===== config.mk =====
export PLATFORM = sky130hd
export DESIGN_NAME = brb_lane
export DESIGN_NICKNAME = d
export VERILOG_FILES = /design/src/hdl/brb_pkg.sv /design/src/hdl/brb_lane.sv
export SDC_FILE = /design/constraint.sdc
export NUM_CORES = 1
export LEC_CHECK = 0
export ABC_AREA = 1
export BUFFER_PORTS_ARGS = -buffer_cell sky130_fd_sc_hd__buf_2
export CAP_MARGIN = 10
export CORE_AREA = 10 10 47 49
export DETAILED_ROUTE_END_ITERATION = 6
export DIE_AREA = 0 0 57 59
export GPL_ROUTABILITY_DRIVEN = 0
export SLEW_MARGIN = 20
export SYNTH_ARGS = -nofsm -noshare
export SYNTH_HDL_FRONTEND = slang
export SYNTH_SLANG_ARGS = --single-unit

===== constraint.sdc =====
create_clock -name vclk -period 2.3
set_clock_uncertainty 0.2 [all_clocks]
set_input_delay 0.115 -clock vclk [all_inputs]
set_output_delay 0.115 -clock vclk [all_outputs]
set_load 0.01 [all_outputs]

===== src/hdl/brb_pkg.sv =====
// ----------------------------------------------------------------------------
// brb_pkg: shared types and constants of the byte ring buffer
// Request codes, field widths and the parameter defaults.
// ----------------------------------------------------------------------------
package brb_pkg;

    localparam int STORE_DEPTH_DEF    = 1024;
    localparam int BYTES_PER_ITEM_DEF = 8;
    localparam int CAP_W              = 11;
    localparam int LEN_W              = 4;
    localparam int TYPE_W             = 3;
    localparam int DATA_W             = 64;
    localparam logic [CAP_W-1:0] CAP_RESET = 11'd1024;

    typedef enum logic [TYPE_W-1:0] {
        REQ_PARTIAL = 3'd0,
        REQ_STRICT  = 3'd1,
        REQ_OVERWR  = 3'd2,
        REQ_HEAD    = 3'd3,
        REQ_TAIL    = 3'd4,
        REQ_CLEAR   = 3'd5
    } t_req;

    // Request sequencing: wait for a request, merge the bank read data, offer the response.
    typedef enum logic [1:0] {
        ST_IDLE  = 2'd0,
        ST_MERGE = 2'd1,
        ST_RESP  = 2'd2
    } t_state;

endpackage


===== src/hdl/brb_lane.sv =====
// ----------------------------------------------------------------------------
// brb_lane: one byte lane of the ring
// Maps the lane's byte offset to a slot, picks its bank and bank row.
// ----------------------------------------------------------------------------
module brb_lane #(
    parameter int STORE_DEPTH    = brb_pkg::STORE_DEPTH_DEF,
    parameter int BYTES_PER_ITEM = brb_pkg::BYTES_PER_ITEM_DEF,
    localparam int PW = $clog2(STORE_DEPTH),
    localparam int BW = (BYTES_PER_ITEM > 1) ? $clog2(BYTES_PER_ITEM) : 1,
    localparam int AW = (PW > BW) ? PW : BW,
    localparam int RW = (AW > BW) ? AW - BW : 1
) (
    input  logic [AW-1:0]             i_base,
    input  logic [brb_pkg::LEN_W-1:0] i_offset,
    output logic [BW-1:0]             o_bank,
    output logic [RW-1:0]             o_row
);
    logic [AW-1:0] w_slot;

    // Slots run over a power-of-two address space, so consecutive slots
    // always land in distinct banks.
    always_comb begin
        w_slot = i_base + AW'(i_offset);
        o_bank = w_slot[BW-1:0];
        o_row  = RW'(w_slot >> BW);
    end
endmodule


==> reports/metrics.yaml <==
status:
  status: "finished clean"
grt:
  grt_pass1_wl_um: 1863
  grt_antenna_before_repair: 0
  grt_pass1_vias: 461
  overflow: 0
  grt_max_degree: 6
  grt_usage: 0.06137
worst_hold_path:
  hold_path.class: "in -> out"
  holdPathStages: 3
  hold_end: "o_bank[0]"
  hold_start: "i_offset[0]"
sta:
  timing.final.crit_period_ns: 1.750
  hold_viol_final: 0
  timing.final.crit_share: 0.7610
  worst_pin_slew_ns: 0.1812
  rsz0062_at_grt: "false"
  slew_headroom: 0.8787
  slew_viol_final: 0
  setup_violations: 0
  setup_tns_ns: 0
  holdWs_ns: 0.3236
  timing.fmax_ghz: 0.5713
setup_path:
  cp_data_arrival_time_ns: 1.44
  cp_max_fo: 5
  cp-end-kind: "primary output"
  startpoint_type: "input pin"
  crit_type: "in -> out"
  crit_required_ns: 1.99
route:
  ant_nets: 0
  drtIter0Drc: 3
  firstDrtPassIters: 2
  routed_wl_um: 1032
  num_vias: 434
  drcViolationCount: 0
  avgViaCountPerCell: 4.133
  wl_per_cell_um: 9.829
clock_tree:
  hold_buffers: 0
  postCtsResizedCells: 0
  postCtsSetupBuffers: 0
final_layout:
  most-common-layout-cells: "nand2_1, buf_2, inv_1"
  seq_cell_count: 0
  drive_above_1_share: 0.3483
  layout_commonest_cell: "nand2_1"
  regArea_sq_um: 0
  clockBufferCount: 0
  final_core_util: 0.3607
  fillers: 176
  antenna_cells: 0
  multi_input_area_sq_um: 320.3
  nNetsFinal: 110
  area_growth_pct: 38.36
  final_cells: 105
die:
  die_h_um: 59
  num_io_pins: 24
  rows: 14
  die_w_um: 57
  initial_core_util: 0.2607
  dieArea_sq_um: 3363
  fp.coreArea_sq_um: 1401
synthesis:
  synthCells: 65
  ys_types: 16
  syn_avg_cell_area_sq_um: 5.621
  syn_nets: 84
  synth_area_sq_um: 365.4
  yosysSeqAreaShare: 0
  yosysWarnings: 0
pwr:
  ir_worst_vdd_v: 0.00009011
  leakagePower_uw: 0.0003105
  power.density_nw_per_um2: 235.4
placed_design:
  dpl.hpwl_um: 960.4
  portBuffers: 24
  dp.cells: 105
job:
  drv_cap: 0
## stage by stage
stage / setup WS (ns) / total power (uW) / cell area, sq um
global route: 0.4560 / 137.7 / 505.5
finish: 0.5496 / 119.0 / 505.5
global placement: 0.5682 / 121.2 / 505.5
floorplan: 0.7786 / 75.25 / 365.4
detailed placement: 0.5341 / 121.2 / 505.5
CTS: 0.5328 / 122.1 / 505.5
## cells in the mapped netlist
cell type,count,area share
xnor2_1,2,0.048
xor2_1,1,0.024
nand3b_1,2,0.041
fa_1,1,0.055
nor2_4,1,0.031
nand4_1,1,0.017
ha_1,4,0.14
inv_2,1,0.010
inv_1,11,0.11
nor2_1,3,0.031
nand2_1,26,0.27
nand3_2,1,0.027
o21ai_4,1,0.045
nand2_2,2,0.034
nand3_1,7,0.096
a21oi_2,1,0.024
## where the power goes
part | switching [uW] | leakage [uW] | internal (uW) | total (uW)
sequential | 0 | 0 | 0 | 0
clock | 0 | 0 | 0 | 0
combinational | 68.5 | 0.000311 | 50.4 | 119
## routing by layer
metal | track usage | routed length (um) | vias up
met2 | 0.1209 | 539 | 11
met5 | 0 | 0 | -
met4 | 0 | 0 | 0
met3 | 0.01717 | 84 | 0
li1 | - | - | 249
met1 | 0.06651 | 409 | 174
## critical path, stage by stage
cell and delay (ns):
buf_2 0.08, ha_1 0.18, inv_1 0.06, fa_1 0.43, o21ai_4 0.23, xor2_1 0.18
buf_2 0.16
## worst max-delay path by stage
stage / slack [ns] / depth (start not counted) / endpoint / start
after floorplan: 0.78 / 5 / o_row[1] / i_base[0]
after global placement: 0.57 / 7 / o_row[1] / i_base[0]
after detailed placement: 0.53 / 7 / o_row[1] / i_base[0]
final: 0.55 / 7 / o_row[1] / i_base[0]
after global routing: 0.46 / 7 / o_row[1] / i_base[0]
after CTS: 0.53 / 7 / o_row[1] / i_base[0]
## cell families after synthesis
kind of cell             synth area share
AND/OR/NAND/NOR                    0.5445
buffers and inverters              0.1233
adder cells (fa/ha/maj)            0.1918
XOR/XNOR                          0.07193
AO/OA/AOI/OAI                     0.06851
## final cells by class
type                       count  area share
multi-input combinational     53      0.6337
tap                           16     0.03960
inverter                      12     0.08911
timing repair buffer          24      0.2376
No activity file was read; power rests on OpenSTA's default activity.
