`src/hdl/brb_ram.sv`:
```
// ----------------------------------------------------------------------------
// brb_ram: generic single-port-write, single-port-read RAM
// Registered read data.
// ----------------------------------------------------------------------------
module brb_ram #(
    parameter int WIDTH = 8,
    parameter int DEPTH = 128
) (
    input  logic                     i_clk,
    input  logic                     i_we,
    input  logic [$clog2(DEPTH)-1:0] i_waddr,
    input  logic [WIDTH-1:0]         i_wdata,
    input  logic [$clog2(DEPTH)-1:0] i_raddr,
    output logic [WIDTH-1:0]         o_rdata
);
    logic [WIDTH-1:0] r_mem [DEPTH];

    always_ff @(posedge i_clk) begin
        if (i_we) begin
            r_mem[i_waddr] <= i_wdata;
        end
        o_rdata <= r_mem[i_raddr];
    end
endmodule

```
`config.mk`:
```
export PLATFORM = sky130hd
export DESIGN_NAME = brb_ram
export DESIGN_NICKNAME = d
export VERILOG_FILES = /design/src/hdl/brb_ram.sv
export SDC_FILE = /design/constraint.sdc
export NUM_CORES = 1
export LEC_CHECK = 0
export BUFFER_PORTS_ARGS = -buffer_cell sky130_fd_sc_hd__buf_2
export CORE_ASPECT_RATIO = 2
export CORE_MARGIN = 2
export CORE_UTILIZATION = 55
export DETAILED_ROUTE_END_ITERATION = 16
export PLACE_DENSITY = 0.72
export SKIP_CTS_REPAIR_TIMING = 1
export SLEW_MARGIN = 0
export SYNTH_ARGS = -nofsm -noshare
export SYNTH_HDL_FRONTEND = slang
export SYNTH_SLANG_ARGS = --single-unit
```
`constraint.sdc`:
```
create_clock -name i_clk -period 6.8 [get_ports i_clk]
set_input_delay 0.34 -clock i_clk [delete_from_list [all_inputs] [get_ports i_clk]]
set_output_delay 0.34 -clock i_clk [all_outputs]
set_load 0.02 [all_outputs]
```
==> results of run 1 <==
## cells in the mapped netlist
master       n
edfxtp_1  1024
mux4_2     336
nor2_1     122
clkbuf_1    44
buf_1       18
buf_2       15
nand2_1     14
nand3_1     12
buf_4       11
nor3_1       9
dfxtp_1      8
mux2_2       8
nor2b_1      7
nand4_1      3
nand2b_1     2
buf_6        1
or3_1        1
## where the power goes
part           internal [mW]  total (mW)  switching [mW]  leakage, nW
registers               7.02        7.04          0.0173         9.27
logic                  0.256       0.650           0.394         2.62
clock network           2.92        5.12            2.20         1.42
## routing by layer
metal,vias up,part of all wire [%],GRT usage (%)
met2,716,57,47.85
met5,-,0,0
met4,0,6.0,13.54
met1,9382,31,26.15
li1,7125,-,-
met3,197,5.4,3.924
## area by class of cell
class                      instances  area (µm²)
fill                            4818       27830
tap                              916        1146
clock inverter                    50       626.9
sequential                      1032       30910
timing repair buffer              64       498.0
clock buffer                     105        2275
antenna                            4       10.01
multi-input combinational        514        8354
## cells by family (layout without fill, tap and decap cells)
group / Yosys count / count (layout) / share of synthesized area [%]
flops: 1032 / 1032 / 77.93
mux: 344 / 344 / 19.30
simple gates: 170 / 170 / 1.757
buf+inv: 89 / 219 / 1.013
other cells: 0 / 4 / 0
## final timing paths
| path | start | end | slack (ps) | depth (start not counted) |
|---|---|---|---|---|
| max | i_raddr[2] | o_rdata[7] | 3590 | 6 |
| min | i_wdata[2] | r_mem[91][2] | 130 | 1 |
| max reg2reg | r_mem[64][7] | o_rdata[7] | 4260 | 4 |
| min reg2reg | r_mem[100][0] | o_rdata[0] | 1140 | 4 |
## stage by stage
step	std cells	instance area [µm²]	power [mW]	worst slack, ps	hold WS [ps]
after floorplan	1635	39670	7.533	3956	438.9
after global placement	2525	40900	7.818	2944	629.1
after detailed placement	2525	40900	7.838	2890	638.3
after CTS	2680	43800	12.88	3575	-56.64
after global routing	2683	43810	13.12	3433	110.5
final	2685	43820	12.81	3592	127.5
## critical path, cell delays in order
cell and delay (ps):
buf_8 550, buf_4 670, mux4_2 430, mux4_2 610, mux4_2 610, mux2_2 310
## state kept, by name (all words and copies together), names as in the netlist
| register | cells |
|---|---|
| o_rdata | 8 |
| r_mem | 1024 |
==> impl_metrics.env, run 1 <==
export IMPL_status="completed"
export IMPL_clkTransAtPathRegs_ps=60
export IMPL_via_count=17420
export IMPL_fin_util_pct=61.15
export IMPL_clockBufferDepth=3
export IMPL_drive_gt1_share_pct=30.25
export IMPL_h_tree_depth=3
export IMPL_path_max_fanout=95
export IMPL_slew_violations=0
export IMPL_drc_errors=0
export IMPL_synthToLayoutAreaGrowth_pct=10.47
export IMPL_place_hpwl_um=59090
export IMPL_hold_path_class="primary input to register"
export IMPL_synth_top_area_share_pct=77.52
export IMPL_fp_coreArea_um2=71650
export IMPL_ios=32
export IMPL_grt_pass1_vias=18333
export IMPL_rows=139
export IMPL_final_common_cell="edfxtp_1"
export IMPL_rsz0062_at_grt="false"
export IMPL_gp_congestion=0.8637
export IMPL_required_ps=7330
export IMPL_fmax_mhz=311.7
export IMPL_track_usage_pct=25.06
export IMPL_cts_tree="yes"
export IMPL_slew_headroom_pct=17.93
export IMPL_setup_tns_ps=0
export IMPL_final_cell_mix="1024 x edfxtp_1, 336 x mux4_2, 122 x nor2_1, 87 x clkbuf_16, 37 x buf_4"
export IMPL_fp_dieH_um=383.8
export IMPL_wl_um=91380
export IMPL_clock_skew_ps=20.46
export IMPL_cellPowerDensity_nw_per_um2=292.3
export IMPL_clk_latency_ps=650
export IMPL_io_buffers=31
export IMPL_die_area_um2=74410
export IMPL_post_synth_top_area_cell="edfxtp_1"
export IMPL_numCtsBuffers=85
export IMPL_initial_core_util_pct=55.36
export IMPL_ys_seq_area_share_pct=77.93
export IMPL_clock_sinks=1032
export IMPL_synth_cells=1635
export IMPL_yosysWarningCount=0
export IMPL_cap_violations=0
export IMPL_grt_overflow=0
export IMPL_syn_area_um2=39670
export IMPL_drt_iter0_markers=1749
export IMPL_tightestPinTransition_ps=1231
export IMPL_hold_viol=0
export IMPL_setup_viol=0
export IMPL_finalCritPeriodShare_pct=47.18
export IMPL_viasPerCell=6.488
export IMPL_die_x_um=193.9
export IMPL_route_antenna_remaining_nets=0
export IMPL_synth_cell_types=17
export IMPL_p_leak_nw=13.31
export IMPL_nets=1721
export IMPL_synth_fp_nets=1659
export IMPL_grt_pass1_wl_um=130800
export IMPL_ir_worst_vdd_mv=0.2115
export IMPL_critPathCaptureType="register"
export IMPL_critPathKind="primary input to register"
export IMPL_ys_top_cells_by_area="edfxtp_1 78%, mux4_2 19%, nor2_1 1.2%, clkbuf_1 0.42%, dfxtp_1 0.40%"
export IMPL_ys_seq_elements=1032
export IMPL_cp_start_kind="primary input"
export IMPL_wl_per_cell_um=34.04
export IMPL_drt_pass1_iterations=6
export IMPL_avgSynthCellArea_um2=24.26
export IMPL_worstPathArrival_ps=3740
export IMPL_cts_root_buffer="clkbuf_16"
export IMPL_min_period_ps=3208
export IMPL_antenna_found_initial=4
export IMPL_grt_max_degree=121
No activity file was read; power rests on OpenSTA's default activity.
==> run 2, diff against run 1 <==
clock period = 3.2 ns   (was 6.8 ns; I/O delays follow)
==> run 2 against run 1 <==
Compared with the run above:
- largest cell class unchanged
- clock skew increased by 10 ps
- highest routed layer is now met5
- clock power increased by 110%
- largest power group unchanged
- count of clock-buffer cells in the layout decreased by 5
==> impl_metrics.env, run 2 (synthesis gave the netlist of run 1 again) <==
export IMPL_status="completed"
export IMPL_clock_sinks=1032
export IMPL_crit_top_cell="mux4_2"
export IMPL_worstHoldStart="i_wdata[1]"
export IMPL_max_stage_delay_ps=620
export IMPL_r2r_start="r_mem[79][7]"
export IMPL_via_count=18218
export IMPL_rows=139
export IMPL_gp_congestion=0.8614
export IMPL_largest_reg_flops=1024
export IMPL_seqCellArea_um2=30910
export IMPL_fp_dieH_um=383.8
export IMPL_p_leak_nw=13.90
export IMPL_place_hpwl_um=63770
export IMPL_cts_tree="yes"
export IMPL_clock_skew_ps=30.47
export IMPL_critPathCaptureType="register"
export IMPL_drive_gt1_share_pct=34.01
export IMPL_post_route_cell_area_um2=44750
export IMPL_die_area_um2=74410
export IMPL_cp_start_kind="register"
export IMPL_drc_errors=0
export IMPL_route_antenna_remaining_nets=0
export IMPL_viasPerCell=6.534
export IMPL_finalCritPeriodShare_pct=79.82
export IMPL_clkTransAtPathRegs_ps=70
export IMPL_fp_coreArea_um2=71650
export IMPL_setup_viol=0
export IMPL_worstPathArrival_ps=3100
export IMPL_wl_um=96860
export IMPL_grt_max_degree=129
export IMPL_cp_top_family="multiplexers"
export IMPL_wl_per_cell_um=34.74
export IMPL_setup_tns_ps=0
export IMPL_grt_pass1_vias=18753
export IMPL_nets=1828
export IMPL_slew_headroom_pct=33.42
export IMPL_crit_slowest_cell="mux4_2"
export IMPL_ir_worst_vdd_mv=0.4087
export IMPL_clockBufferDepth=3
export IMPL_numCtsBuffers=82
export IMPL_cts_root_buffer="clkbuf_16"
export IMPL_fmax_mhz=391.5
export IMPL_cap_violations=0
export IMPL_slew_violations=0
export IMPL_clk_latency_ps=650
export IMPL_required_ps=3740
export IMPL_io_buffers=31
export IMPL_r2r_slack_ps=650
export IMPL_nFillCells=4742
export IMPL_multi_input_area_um2=8354
export IMPL_rsz0062_at_grt="false"
export IMPL_path_max_fanout=1
export IMPL_synthToLayoutAreaGrowth_pct=12.83
export IMPL_antenna_found_initial=6
export IMPL_initial_core_util_pct=55.36
export IMPL_grt_pass1_wl_um=137400
export IMPL_crit_chain="mux4_2, mux4_2, mux4_2, mux2_2"
export IMPL_hold_path_class="primary input to register"
export IMPL_final_cell_mix="1024 x edfxtp_1, 336 x mux4_2, 126 x buf_4, 122 x nor2_1, 85 x clkbuf_16"
export IMPL_h_tree_depth=3
export IMPL_tightestPinTransition_ps=998.7
export IMPL_ios=32
export IMPL_track_usage_pct=26.59
export IMPL_drt_pass1_iterations=5
export IMPL_cellPowerDensity_nw_per_um2=602.5
export IMPL_final_common_cell="edfxtp_1"
export IMPL_crit_buf_inv=0
export IMPL_critPathKind="register to register"
export IMPL_largest_register="r_mem"
export IMPL_hold_viol=0
export IMPL_die_x_um=193.9
export IMPL_min_period_ps=2554
export IMPL_top_regs="r_mem: 1024 flops, o_rdata: 8 flops"
export IMPL_dpl_cell_area_um2=41990
export IMPL_drt_iter0_markers=1948
export IMPL_cp_startpoint="r_mem[79][7]"
export IMPL_grt_overflow=0
[run 2: cell types whose count changed in the layout (fill, tap and decap cells not counted), sizes merged]
cell,delta
buf,+110
bufinv,-1
clkbuf,-5
inv,-1
clkinvlp,+1
clkinv,-2
diode,+1
[run 2: per-stage QoR]
step	instances	utilization [%]	worst slack (ps)	hold WS, ps	power [mW]
finish	2788	62.46	645.6	85.17	26.97
global route	2784	62.44	676.7	93.75	27.56
CTS	2782	62.43	663.9	-41.93	27.12
detailed placement	2635	58.60	134.5	649.8	16.79
global placement	2635	58.60	134.2	654.8	16.76
floorplan	1635	-	536.0	258.9	16.01
[run 2: routing by layer]
layer	track usage [%]	routed length (µm)	vias to the layer above	share of wire, %
li1	-	-	7329	-
met1	27.79	30130	9855	31
met2	49.78	54340	820	56
met3	3.951	5247	202	5.4
met4	16.74	7074	12	7.3
met5	0	66	-	0.068
[run 2: layout make-up]
| type | count | area share [%] |
|---|---|---|
| timing repair buffer | 174 | 3.545 |
| tap | 916 | 2.561 |
| sequential | 1032 | 69.07 |
| antenna | 5 | 0.02796 |
| clock buffer | 100 | 4.879 |
| multi-input combinational | 514 | 18.67 |
| clock inverter | 47 | 1.255 |
[run 2: report_power, final]
part           switching (mW)  internal, mW
logic                   0.904         0.608
clock network            4.56          5.92
registers              0.0605          14.9
[run 2: worst paths after layout]
kind	end	cells past startpoint
setup reg to reg	o_rdata[7]	4
setup / recovery	o_rdata[7]	4
hold reg to reg	o_rdata[3]	4
hold / removal	r_mem[78][1]	1
[run 2: worst register-to-register path: cells and delay by family (launching register included)]
kind	cells	cell delay (ps)
flip-flops	1	450
multiplexers	4	2010
==> run 3, diff against run 2 <==
PLACE_DENSITY = 0.74   (was 0.72)
clock period = 2.2 ns   (was 3.2 ns; I/O delays follow)
==> run 3 against run 2 <==
Compared with the run above:
- the flow now finishes with violations (hold timing, setup timing)
- register-to-register slack got worse by 880 ps
- hold slack got worse by 94 ps
- die area did not move
- cell area rose by 2.0%
- cell count rose by 3.5%
- critical path type unchanged
- critical endpoint is now o_rdata[0]
- largest cell class unchanged
- largest power group unchanged
==> impl_metrics.env, run 3 (synthesis gave the netlist of run 1 again) <==
export IMPL_status="finished, violations left"
export IMPL_violations="hold timing, setup timing"
export IMPL_dpl_cell_area_um2=42980
export IMPL_final_cell_mix="1024 x edfxtp_1, 336 x mux4_2, 207 x buf_4, 122 x nor2_1, 83 x clkbuf_16"
export IMPL_place_hpwl_um=63270
export IMPL_setup_tns_ps=-1698
export IMPL_sw_frac_of_total_pct=20.61
export IMPL_p_seq_share_pct=56.2
export IMPL_grt_pass1_wl_um=138400
export IMPL_cellPowerDensity_nw_per_um2=847.3
export IMPL_grt_overflow=0
export IMPL_slew_headroom_pct=51.13
export IMPL_setup_viol=8
export IMPL_route_antenna_remaining_nets=0
export IMPL_worstHoldStart="i_wdata[4]"
export IMPL_internal_power_mw=30.71
export IMPL_hold_path_class="primary input to register"
export IMPL_fp_dieH_um=383.8
export IMPL_cp_start_kind="register"
export IMPL_clock_skew_ps=19.38
export IMPL_hold_ws_ps=-8.609
export IMPL_die_x_um=193.9
export IMPL_ios=32
export IMPL_clock_sinks=1032
export IMPL_critPathKind="register to register"
export IMPL_initial_core_util_pct=55.36
export IMPL_power_mw=38.68
export IMPL_critPathCaptureType="register"
export IMPL_wl_um=96080
export IMPL_r2r_slack_ps=-240
export IMPL_antenna_found_initial=2
export IMPL_drc_errors=0
export IMPL_fin_util_pct=63.71
export IMPL_wl_per_cell_um=33.30
export IMPL_cts_root_buffer="clkbuf_16"
export IMPL_p_comb_share_pct=6.0
export IMPL_drive_gt1_share_pct=37.14
export IMPL_synthToLayoutAreaGrowth_pct=15.09
export IMPL_die_area_um2=74410
export IMPL_largest_reg_flops=1024
export IMPL_clkTransAtPathRegs_ps=70
export IMPL_reg2regPathDepth=4
export IMPL_gp_congestion=0.8853
export IMPL_clkPwrFrac_pct=37.8
export IMPL_drt_iter0_markers=2250
export IMPL_nets=1930
export IMPL_cts_tree="yes"
export IMPL_tightestPinTransition_ps=733.1
export IMPL_ir_worst_vdd_mv=0.5484
export IMPL_grt_max_degree=68
export IMPL_finalCritPeriodShare_pct=110.9
export IMPL_p_leak_nw=14.47
export IMPL_clockBufferDepth=3
export IMPL_rows=139
export IMPL_clk_latency_ps=650
export IMPL_worstPathArrival_ps=2980
export IMPL_hold_path_end="r_mem[68][4]"
export IMPL_min_period_ps=2439
export IMPL_required_ps=2740
export IMPL_worst_slack_ps=-239.1
export IMPL_power_switching_mw=7.973
export IMPL_top_regs="r_mem: 1024 flops, o_rdata: 8 flops"
export IMPL_h_tree_depth=3
export IMPL_viasPerCell=6.486
export IMPL_r2r_end="o_rdata[0]"
export IMPL_hold_viol=5
export IMPL_post_route_cell_area_um2=45650
export IMPL_largest_register="r_mem"
export IMPL_path_max_fanout=1
export IMPL_final_common_cell="edfxtp_1"
export IMPL_r2r_start="r_mem[119][0]"
export IMPL_grt_pass1_vias=19495
export IMPL_drt_pass1_iterations=5
export IMPL_slew_violations=0
export IMPL_hold_path_depth=1
export IMPL_rsz0062_at_grt="true"
export IMPL_track_usage_pct=26.40
export IMPL_io_buffers=31
export IMPL_via_count=18713
export IMPL_cap_violations=0
export IMPL_numCtsBuffers=81
export IMPL_fmax_mhz=410.0
export IMPL_fp_coreArea_um2=71650
## run 3: cell type report
cell class	instances	area, µm²
sequential	1032	30910
clock buffer	100	2141
fill	4497	26000
timing repair buffer	277	2605
antenna	1	2.502
tap	916	1146
multi-input combinational	514	8358
clock inverter	45	488.0
## run 3: how the worst max path moves through the flow
stage                        startpoint    endpoint  slack [ps]  depth (start not counted)
after floorplan              i_raddr[0]  o_rdata[0]        -110                          7
after global placement       i_raddr[0]  o_rdata[3]        -550                          7
after detailed placement     i_raddr[0]  o_rdata[3]        -550                          7
after CTS                  r_mem[13][7]  o_rdata[7]        -230                          4
after global routing      r_mem[119][0]  o_rdata[0]        -240                          4
final                     r_mem[119][0]  o_rdata[0]        -240                          4
## run 3: worst max-delay path: stages, from the launching register on
cell      delay (ps)
edfxtp_1         420
mux4_2           510
mux4_2           610
mux4_2           510
mux2_4           270
## run 3: per-stage QoR
| stage | setup slack [ps] | std cells |
|---|---|---|
| floorplan | -110.1 | 1635 |
| global placement | -545.2 | 2735 |
| detailed placement | -546.0 | 2735 |
| CTS | -231.3 | 2880 |
| global route | -243.8 | 2884 |
| finish | -239.1 | 2885 |
## run 3: metal layers
layer	vias up	wire, µm	GRT usage [%]
li1	7529	-	-
met1	10029	31220	29.88
met2	917	52720	47.56
met3	234	5447	3.652
met4	4	6671	16.02
met5	-	28	0
## run 3: power by group through the flow
stage	Combinational (mW)	Clock, mW	Sequential, mW
6_report	2.32	14.6	21.7
5_1_grt	2.39	15.4	21.7
4_1_cts	2.32	14.8	21.7
3_5_place_dp	2.31	0	22.2
3_3_place_gp	2.26	0	22.2
2_1_floorplan	1.18	0	22.2
